<file path="src/hdl/yuv2yc48_pkg.sv">
package yuv2yc48_pkg;

	localparam int unsigned LUMA_W = 14;
	localparam int unsigned CHR_W  = 13;
	localparam int unsigned MODE_W = 3;

	localparam logic [MODE_W-1:0] MODE_444_8  = 3'd0;
	localparam logic [MODE_W-1:0] MODE_Y_8    = 3'd1;
	localparam logic [MODE_W-1:0] MODE_444_16 = 3'd2;
	localparam logic [MODE_W-1:0] MODE_422_16 = 3'd3;
	localparam logic [MODE_W-1:0] MODE_Y_16   = 3'd4;

	typedef logic signed [LUMA_W-1:0] luma_t;
	typedef logic signed [CHR_W-1:0]  chr_t;

	// converted samples of one input beat
	typedef struct packed {
		luma_t luma_a;
		luma_t luma_b;
		chr_t  cb;
		chr_t  cr;
	} pix_t;

	// one result beat
	typedef struct packed {
		luma_t luma;
		chr_t  cb;
		chr_t  cr;
		logic  line_last;
		logic  run_last;
	} res_t;

endpackage

</file>
<file path="src/hdl/yuv2yc48_conv.sv">
module yuv2yc48_conv
	import yuv2yc48_pkg::*;
(
	input  logic [MODE_W-1:0] mode,
	input  logic [15:0]       luma_a,
	input  logic [15:0]       luma_b,
	input  logic [15:0]       cb_in,
	input  logic [15:0]       cr_in,
	output pix_t              pix
);

	function automatic luma_t luma8(input logic [7:0] y);
		logic [18:0] p;
		begin
			p = 19'(y) * 19'd1197;
			return $signed({1'b0, p[18:6]}) - 14'sd299;
		end
	endfunction

	function automatic chr_t chroma8(input logic [7:0] c);
		logic signed [8:0]  d;
		logic signed [22:0] p;
		begin
			d = $signed({1'b0, c}) - 9'sd128;
			p = 23'(d) * 23'sd4681 + 23'sd164;
			return p[20:8];
		end
	endfunction

	function automatic luma_t luma16(input logic [15:0] y);
		logic signed [16:0] d;
		logic signed [31:0] p;
		begin
			d = $signed({1'b0, y}) - 17'sd4096;
			p = 32'(d) * 32'sd4789;
			return p[29:16];
		end
	endfunction

	function automatic chr_t chroma16(input logic [15:0] c);
		logic signed [16:0] d;
		logic signed [31:0] p;
		begin
			d = $signed({1'b0, c}) - 17'sd32768;
			p = 32'(d) * 32'sd4683;
			return p[28:16];
		end
	endfunction

	always_comb begin
		pix.luma_b = luma16(luma_b);
		unique case (mode)
			MODE_444_8: begin
				pix.luma_a = luma8(luma_a[7:0]);
				pix.cb     = chroma8(cb_in[7:0]);
				pix.cr     = chroma8(cr_in[7:0]);
			end
			MODE_Y_8: begin
				pix.luma_a = luma8(luma_a[7:0]);
				pix.cb     = '0;
				pix.cr     = '0;
			end
			MODE_Y_16: begin
				pix.luma_a = luma16(luma_a);
				pix.cb     = '0;
				pix.cr     = '0;
			end
			default: begin
				pix.luma_a = luma16(luma_a);
				pix.cb     = chroma16(cb_in);
				pix.cr     = chroma16(cr_in);
			end
		endcase
	end

endmodule

</file>
<file path="src/hdl/yuv_to_yc48_pixel_converter.sv">
// YUV to YC48 pixel converter.
// Input channel pix_valid/pix_ready carries one beat per pixel, or in 16-bit
// 4:2:2 mode one luma pair with one shared chroma pair. Output channel
// yc_valid/yc_ready gives one YC48 pixel per beat; run_last marks the last
// beat caused by an input beat, line_last the final pixel of a line.
// Config channel cfg_valid/cfg_ready writes the mode; write it only while idle.
// A mode write drops any pair held back in 4:2:2 mode.
// Data path: an accepted input beat waits in the input register, is converted
// and its result run is registered in the output stage, which offers it.
// Throughput: pixel modes take one beat per cycle while yc_ready is held high.
// A 4:2:2 pair yields two output beats; a line-end pair flushing a held pair
// yields four. A new run enters the output stage only as the last one ends.
// A 4:2:2 pair without line end is held until the next pair and emits nothing.
// Reset clears the mode to 8-bit 4:4:4 and drops all pending beats.
// When the receiver stalls, the result run waits in the output stage, one
// more input beat is taken into the input register, then pix_ready drops.
module yuv_to_yc48_pixel_converter
	import yuv2yc48_pkg::*;
(
	input  logic              clk,
	input  logic              arst_n,
	input  logic              cfg_valid,
	output logic              cfg_ready,
	input  logic [MODE_W-1:0] mode,
	input  logic              pix_valid,
	output logic              pix_ready,
	input  logic [15:0]       luma_a,
	input  logic [15:0]       luma_b,
	input  logic [15:0]       cb_in,
	input  logic [15:0]       cr_in,
	input  logic              line_end,
	output logic              yc_valid,
	input  logic              yc_ready,
	output luma_t             luma,
	output chr_t              cb_out,
	output chr_t              cr_out,
	output logic              line_last,
	output logic              run_last
);

	logic [MODE_W-1:0] mode_q;

	logic        valid_s1;
	logic [15:0] luma_a_s1;
	logic [15:0] luma_b_s1;
	logic [15:0] cb_s1;
	logic [15:0] cr_s1;
	logic        line_end_s1;

	logic        held_valid_q;
	luma_t       held_even_q;
	luma_t       held_odd_q;
	chr_t        held_cb_q;
	chr_t        held_cr_q;

	logic        valid_s2;
	res_t        run_s2 [4];
	logic [1:0]  last_idx_s2;
	logic [1:0]  rd_idx_q;

	pix_t        pix;
	res_t        run [4];
	logic [2:0]  run_len;
	logic [13:0] sum_cb;
	logic [13:0] sum_cr;
	chr_t        avg_cb;
	chr_t        avg_cr;
	logic        out_take;
	logic        out_done;
	logic        s2_free;
	logic        go_s1;
	res_t        cur;

	yuv2yc48_conv u_conv (
		.mode   (mode_q),
		.luma_a (luma_a_s1),
		.luma_b (luma_b_s1),
		.cb_in  (cb_s1),
		.cr_in  (cr_s1),
		.pix    (pix)
	);

	assign cfg_ready = 1'b1;

	assign out_take  = valid_s2 && yc_ready;
	assign out_done  = out_take && (rd_idx_q == last_idx_s2);
	assign s2_free   = !valid_s2 || out_done;
	assign go_s1     = valid_s1 && s2_free;
	assign pix_ready = !valid_s1 || go_s1;

	assign sum_cb = 14'(held_cb_q) + 14'(pix.cb);
	assign sum_cr = 14'(held_cr_q) + 14'(pix.cr);
	assign avg_cb = sum_cb[13:1];
	assign avg_cr = sum_cr[13:1];

	always_comb begin
		run[0]  = '{luma: pix.luma_a, cb: pix.cb, cr: pix.cr,
			line_last: line_end_s1, run_last: 1'b1};
		run[1]  = '0;
		run[2]  = '0;
		run[3]  = '0;
		run_len = 3'd0;
		unique case (mode_q)
			MODE_444_8, MODE_Y_8, MODE_444_16, MODE_Y_16: begin
				run_len = 3'd1;
			end
			MODE_422_16: begin
				if (held_valid_q) begin
					run[0] = '{luma: held_even_q, cb: held_cb_q, cr: held_cr_q,
						line_last: 1'b0, run_last: 1'b0};
					run[1] = '{luma: held_odd_q, cb: avg_cb, cr: avg_cr,
						line_last: 1'b0, run_last: !line_end_s1};
					run[2] = '{luma: pix.luma_a, cb: pix.cb, cr: pix.cr,
						line_last: 1'b0, run_last: 1'b0};
					run[3] = '{luma: pix.luma_b, cb: pix.cb, cr: pix.cr,
						line_last: 1'b1, run_last: 1'b1};
					run_len = line_end_s1 ? 3'd4 : 3'd2;
				end else begin
					run[0] = '{luma: pix.luma_a, cb: pix.cb, cr: pix.cr,
						line_last: 1'b0, run_last: 1'b0};
					run[1] = '{luma: pix.luma_b, cb: pix.cb, cr: pix.cr,
						line_last: 1'b1, run_last: 1'b1};
					run_len = line_end_s1 ? 3'd2 : 3'd0;
				end
			end
			default: begin
				run_len = 3'd0;
			end
		endcase
	end

	always_ff @(posedge clk or negedge arst_n) begin
		if (!arst_n) begin
			mode_q <= MODE_444_8;
		end else if (cfg_valid && cfg_ready) begin
			mode_q <= mode;
		end
	end

	always_ff @(posedge clk or negedge arst_n) begin
		if (!arst_n) begin
			valid_s1 <= 1'b0;
		end else if (pix_ready) begin
			valid_s1 <= pix_valid;
		end
	end

	always_ff @(posedge clk) begin
		if (pix_valid && pix_ready) begin
			luma_a_s1   <= luma_a;
			luma_b_s1   <= luma_b;
			cb_s1       <= cb_in;
			cr_s1       <= cr_in;
			line_end_s1 <= line_end;
		end
	end

	always_ff @(posedge clk or negedge arst_n) begin
		if (!arst_n) begin
			held_valid_q <= 1'b0;
		end else if (cfg_valid && cfg_ready) begin
			held_valid_q <= 1'b0;
		end else if (go_s1 && mode_q == MODE_422_16) begin
			held_valid_q <= !line_end_s1;
		end
	end

	always_ff @(posedge clk) begin
		if (go_s1 && mode_q == MODE_422_16 && !line_end_s1) begin
			held_even_q <= pix.luma_a;
			held_odd_q  <= pix.luma_b;
			held_cb_q   <= pix.cb;
			held_cr_q   <= pix.cr;
		end
	end

	always_ff @(posedge clk or negedge arst_n) begin
		if (!arst_n) begin
			valid_s2    <= 1'b0;
			last_idx_s2 <= 2'd0;
			rd_idx_q    <= 2'd0;
		end else if (go_s1 && run_len != 3'd0) begin
			valid_s2    <= 1'b1;
			last_idx_s2 <= 2'(run_len - 3'd1);
			rd_idx_q    <= 2'd0;
		end else if (out_done) begin
			valid_s2 <= 1'b0;
		end else if (out_take) begin
			rd_idx_q <= rd_idx_q + 2'd1;
		end
	end

	always_ff @(posedge clk) begin
		if (go_s1 && run_len != 3'd0) begin
			run_s2 <= run;
		end
	end

	assign cur       = run_s2[rd_idx_q];
	assign yc_valid  = valid_s2;
	assign luma      = cur.luma;
	assign cb_out    = cur.cb;
	assign cr_out    = cur.cr;
	assign line_last = cur.line_last;
	assign run_last  = cur.run_last;

	a_rd_in_run: assert property (@(posedge clk) disable iff (!arst_n)
		valid_s2 |-> rd_idx_q <= last_idx_s2)
		else $error("read index past end of run");

	a_run_last_at_end: assert property (@(posedge clk) disable iff (!arst_n)
		valid_s2 |-> (run_last == (rd_idx_q == last_idx_s2)))
		else $error("run_last does not mark the final beat of a run");

	a_held_only_422: assert property (@(posedge clk) disable iff (!arst_n)
		held_valid_q |-> mode_q == MODE_422_16)
		else $error("pair held outside 4:2:2 mode");

	a_no_load_while_busy: assert property (@(posedge clk) disable iff (!arst_n)
		(valid_s2 && !yc_ready) |=> $stable(rd_idx_q) && valid_s2)
		else $error("output run advanced while stalled");

endmodule
</file>
<file path="config.mk">
export PLATFORM = sky130hd
export DESIGN_NAME = yuv_to_yc48_pixel_converter
export DESIGN_NICKNAME = d
export VERILOG_FILES = /design/src/hdl/yuv2yc48_pkg.sv /design/src/hdl/yuv2yc48_conv.sv /design/src/hdl/yuv_to_yc48_pixel_converter.sv
export SDC_FILE = /design/constraint.sdc
export NUM_CORES = 2
export LEC_CHECK = 0
export ABC_AREA = 1
export BUFFER_PORTS_ARGS = -buffer_cell sky130_fd_sc_hd__buf_2
export CAP_MARGIN = 10
export CORE_ASPECT_RATIO = 1.4
export CORE_MARGIN = 10
export CORE_UTILIZATION = 40
export DETAILED_ROUTE_END_ITERATION = 8
export HOLD_SLACK_MARGIN = 0.08
export SETUP_SLACK_MARGIN = 0.4
export SYNTH_ARGS = -nofsm -noshare
export SYNTH_HDL_FRONTEND = slang
export SYNTH_HIERARCHICAL = 1
export SYNTH_SLANG_ARGS = --single-unit
</file>
<file path="constraint.sdc">
create_clock -name clk -period 6.65 [get_ports clk]
set_input_delay 1.6625 -clock clk [delete_from_list [all_inputs] [get_ports clk]]
set_output_delay 1.6625 -clock clk [all_outputs]
set_load 0.01 [all_outputs]
</file>
==> results.ini <==
[outcome]
status=finished clean

[route]
drt_first_pass_iters=7
route.final.wire_length_um=83530
dr_total_vias=25541
drt.antenna.violating_nets=0
detail_route.wl_per_cell_um=16.00
drt-initial-drc-count=1209
vias_per_cell=4.893
drt_drc_violations_left=0

[min_path]
holdPathStages=2
worst_hold_path_type=flop to flop
min-delay-start=last_idx_s2[0]$_DFFE_PN0P_
min_delay_worst_endpoint=last_idx_s2[0]$_DFFE_PN0P_

[synthesis]
synth_area_per_cell_um2=8.483
synth_top_area_cell=sky130_fd_sc_hd__edfxtp_1
synth_cells=3950
synth_top_cell_area_share_pct=23.12
synth_area_um2=33510
async_flop_share_pct=3.731
ys_dominant_reg_cell=sky130_fd_sc_hd__edfxtp_1
synth-seq-area-share_pct=23.87
cells_taking_the_most_area_after_synthesis=sky130_fd_sc_hd__edfxtp_1, sky130_fd_sc_hd__ha_1, sky130_fd_sc_hd__fa_1
mappedNetlistNets=4864
ys_seq_elements=268
synth_warn=6
synth.distinct_cells=57
synth_enable_flop_cells=258

[die]
floorplan.core_area_um2=83050
core.rowCount=125
floorplan.initialDensity_pct=40.35
die_height_um=362.5
die-width_um=264.6
die_area_um2=95910
pin_count=118

[clock_tree]
insertion_delay_ns=0.56
clock_tree.buffer_depth=3
tritoncts_clock_tree=done
cts_inserted_buffers=34
numClockSinks=268
worst_setup_hold_path_clk_slew_ns=0.06
post_cts_hold_buffer_count=0
cts.htree.levels=2
clk_root_buffer_cell=sky130_fd_sc_hd__clkbuf_16

[sta]
fin_crit_ns=5.905
fin_worst_skew_ns=0.01273
report.final.setup_viol=0
final_max_slew_viol_count=0
slew_headroom_pct=26.71
fmax_mhz=169.3
unrepaired_setup_endpoints_after_global_routing=yes
final_min_period_over_clock_period_pct=88.80
hold_viol=0
tightest_slew_ns=1.098
setup_total_negative_slack_ns=0

[worst_setup_path]
worst_setup_slack_for_register_to_register_paths_ns=0.74
crit_path_start_kind=flop
worst_r2r_path_depth=24
crit_path_end_kind=flop
worstPathMaxFanout=5
critical_path.reg2reg.endpoint=run_s2[95]$_SDFFCE_PP0P_
critical_path_start_end_classification=flop to flop
worst-endpoint-arrival_ns=6.21
crit_required_ns=6.95
launch_point_of_the_worst_reg_to_reg_path=cr_s1[9]$_DFFE_PP_

[finish]
post_route_cells_drive_above_1_share_pct=9.133
nNetsFinal=5031
mostFrequentLayoutCell=sky130_fd_sc_hd__inv_1
layout_common_cells=sky130_fd_sc_hd__inv_1, sky130_fd_sc_hd__nand2_1, sky130_fd_sc_hd__ha_1
synthToLayoutAreaGrowth_pct=11.26

[global_routing]
initial_antenna_violation_count=1
first_global_vias=26371
grt.overflow.total=0
grt_resource_usage_total_pct=17.51
grt_max_degree=113
first_pass_grt_wire_length_um=136400

[run]
maxCapViolations=0

[placement]
place_congestion=0.9110
place.detailed.hpwl_um=67750
portBuffers=116

worst max-delay path by stage:
stage	from	end
after detailed placement	luma_a_s1[12]$_DFFE_PP_	run_s2[166]$_DFFE_PP_
after global placement	cr_s1[6]$_DFFE_PP_	run_s2[91]$_SDFFCE_PP0P_
final	cr_s1[9]$_DFFE_PP_	run_s2[95]$_SDFFCE_PP0P_
after global routing	luma_a_s1[12]$_DFFE_PP_	run_s2[166]$_DFFE_PP_
after floorplan	cr_s1[15]$_DFFE_PP_	run_s2[98]$_SDFFCE_PP0P_
after CTS	luma_a_s1[12]$_DFFE_PP_	run_s2[166]$_DFFE_PP_
stage by stage:
stage	area (µm²)	cells	util [%]	hold slack, ns	setup slack (ns)
global route	37270	5218	44.88	0.5420	0.3445
finish	37280	5220	44.89	0.5094	0.7448
floorplan	33550	3950	-	0.4695	0.4135
detailed placement	35500	5128	42.74	0.4941	0.2934
CTS	36620	5191	44.09	0.5095	0.4070
global placement	35500	5128	42.74	0.4866	0.3451
timing repair:
| action | in CTS | in global routing |
|---|---|---|
| buffers inserted | 5 | 27 |
| endpoints found under the setup margin | 10 | 81 |
| hold endpoints to repair | 0 | 0 |
| pin swaps | 0 | 5 |
| resized for setup | 2 | 95 |
kinds of logic after synthesis:
logic type / Yosys count / synth area share, %
and+or+nand+nor: 1135 / 14.24
buffers and inverters: 980 / 11.16
adders and majority gates: 842 / 37.95
AOI/OAI and AO/OA: 628 / 10.21
DFF: 268 / 23.87
xor gates and xnor gates: 96 / 2.554
other: 1 / 0.01119
per-layer routing:
| layer | vias up | global-route usage (%) | share of wire (%) |
|---|---|---|---|
| met2 | 371 | 31.85 | 51 |
| met5 | - | 0 | 0.016 |
| li1 | 13040 | - | - |
| met4 | 2 | 5.620 | 2.9 |
| met1 | 12013 | 21.07 | 43 |
| met3 | 115 | 2.154 | 3.1 |
state kept, by name, summed over array words and instances (netlist names), 13 cells and up:
register and cells:
cb_s1 16, cr_s1 16, held_cb_q 13, held_cr_q 13
held_even_q 14, held_odd_q 14, luma_a_s1 16, luma_b_s1 16
run_s2 139
worst max-delay path: stages, from the launching register on:
cell and delay, ns:
sky130_fd_sc_hd__edfxtp_1 0.41, sky130_fd_sc_hd__ha_1 0.29, sky130_fd_sc_hd__inv_1 0.05, sky130_fd_sc_hd__fa_1 0.48
sky130_fd_sc_hd__fa_1 0.53, sky130_fd_sc_hd__inv_1 0.06, sky130_fd_sc_hd__fa_1 0.54, sky130_fd_sc_hd__inv_1 0.06
sky130_fd_sc_hd__fa_1 0.49, sky130_fd_sc_hd__inv_1 0.04, sky130_fd_sc_hd__ha_1 0.38, sky130_fd_sc_hd__a21oi_1 0.26
sky130_fd_sc_hd__o21ai_0 0.21, sky130_fd_sc_hd__a21oi_1 0.16, sky130_fd_sc_hd__nand3_1 0.15, sky130_fd_sc_hd__o21ai_0 0.27
sky130_fd_sc_hd__nand2_1 0.16, sky130_fd_sc_hd__ha_2 0.41, sky130_fd_sc_hd__nand2_1 0.08, sky130_fd_sc_hd__nor2_1 0.16
sky130_fd_sc_hd__nand3b_1 0.11, sky130_fd_sc_hd__nand3_1 0.15, sky130_fd_sc_hd__nand2_1 0.06, sky130_fd_sc_hd__nand2_1 0.05
sky130_fd_sc_hd__o21ai_0 0.08
area by class of cell:
type                            count  area (µm²)
Antenna cell                        2       5.005
Fill cell                        8199       45770
Tap cell                         1079        1350
Sequential cell                   268        8000
Clock inverter                     19       203.9
Multi-Input combinational cell   2702       22260
Inverter                          928        3500
Clock buffer                       39       869.6
Timing Repair Buffer              183        1087
synth_stat cells, types with 4 or more instances:
cell type,instances
sky130_fd_sc_hd__a211oi_1,6
sky130_fd_sc_hd__a21o_1,22
sky130_fd_sc_hd__a21oi_1,269
sky130_fd_sc_hd__a21oi_2,4
sky130_fd_sc_hd__a22oi_1,14
sky130_fd_sc_hd__a31oi_1,15
sky130_fd_sc_hd__buf_1,6
sky130_fd_sc_hd__buf_2,21
sky130_fd_sc_hd__buf_4,7
sky130_fd_sc_hd__clkbuf_1,17
sky130_fd_sc_hd__dfrtp_1,10
sky130_fd_sc_hd__edfxtp_1,258
sky130_fd_sc_hd__fa_1,291
sky130_fd_sc_hd__ha_1,550
sky130_fd_sc_hd__inv_1,923
sky130_fd_sc_hd__nand2_1,602
sky130_fd_sc_hd__nand2_2,21
sky130_fd_sc_hd__nand2_4,7
sky130_fd_sc_hd__nand3_1,125
sky130_fd_sc_hd__nand3b_1,8
sky130_fd_sc_hd__nand4_1,26
sky130_fd_sc_hd__nor2_1,291
sky130_fd_sc_hd__nor3_1,22
sky130_fd_sc_hd__nor4_1,5
sky130_fd_sc_hd__o211ai_1,5
sky130_fd_sc_hd__o21a_1,4
sky130_fd_sc_hd__o21ai_0,227
sky130_fd_sc_hd__o21ai_1,12
sky130_fd_sc_hd__o21bai_1,16
sky130_fd_sc_hd__o22ai_1,20
sky130_fd_sc_hd__or2_2,12
sky130_fd_sc_hd__xnor2_1,52
sky130_fd_sc_hd__xor2_1,42
Power is not shown: default switching activity piles up to over one toggle a cycle in this logic, so the estimate is an artifact.
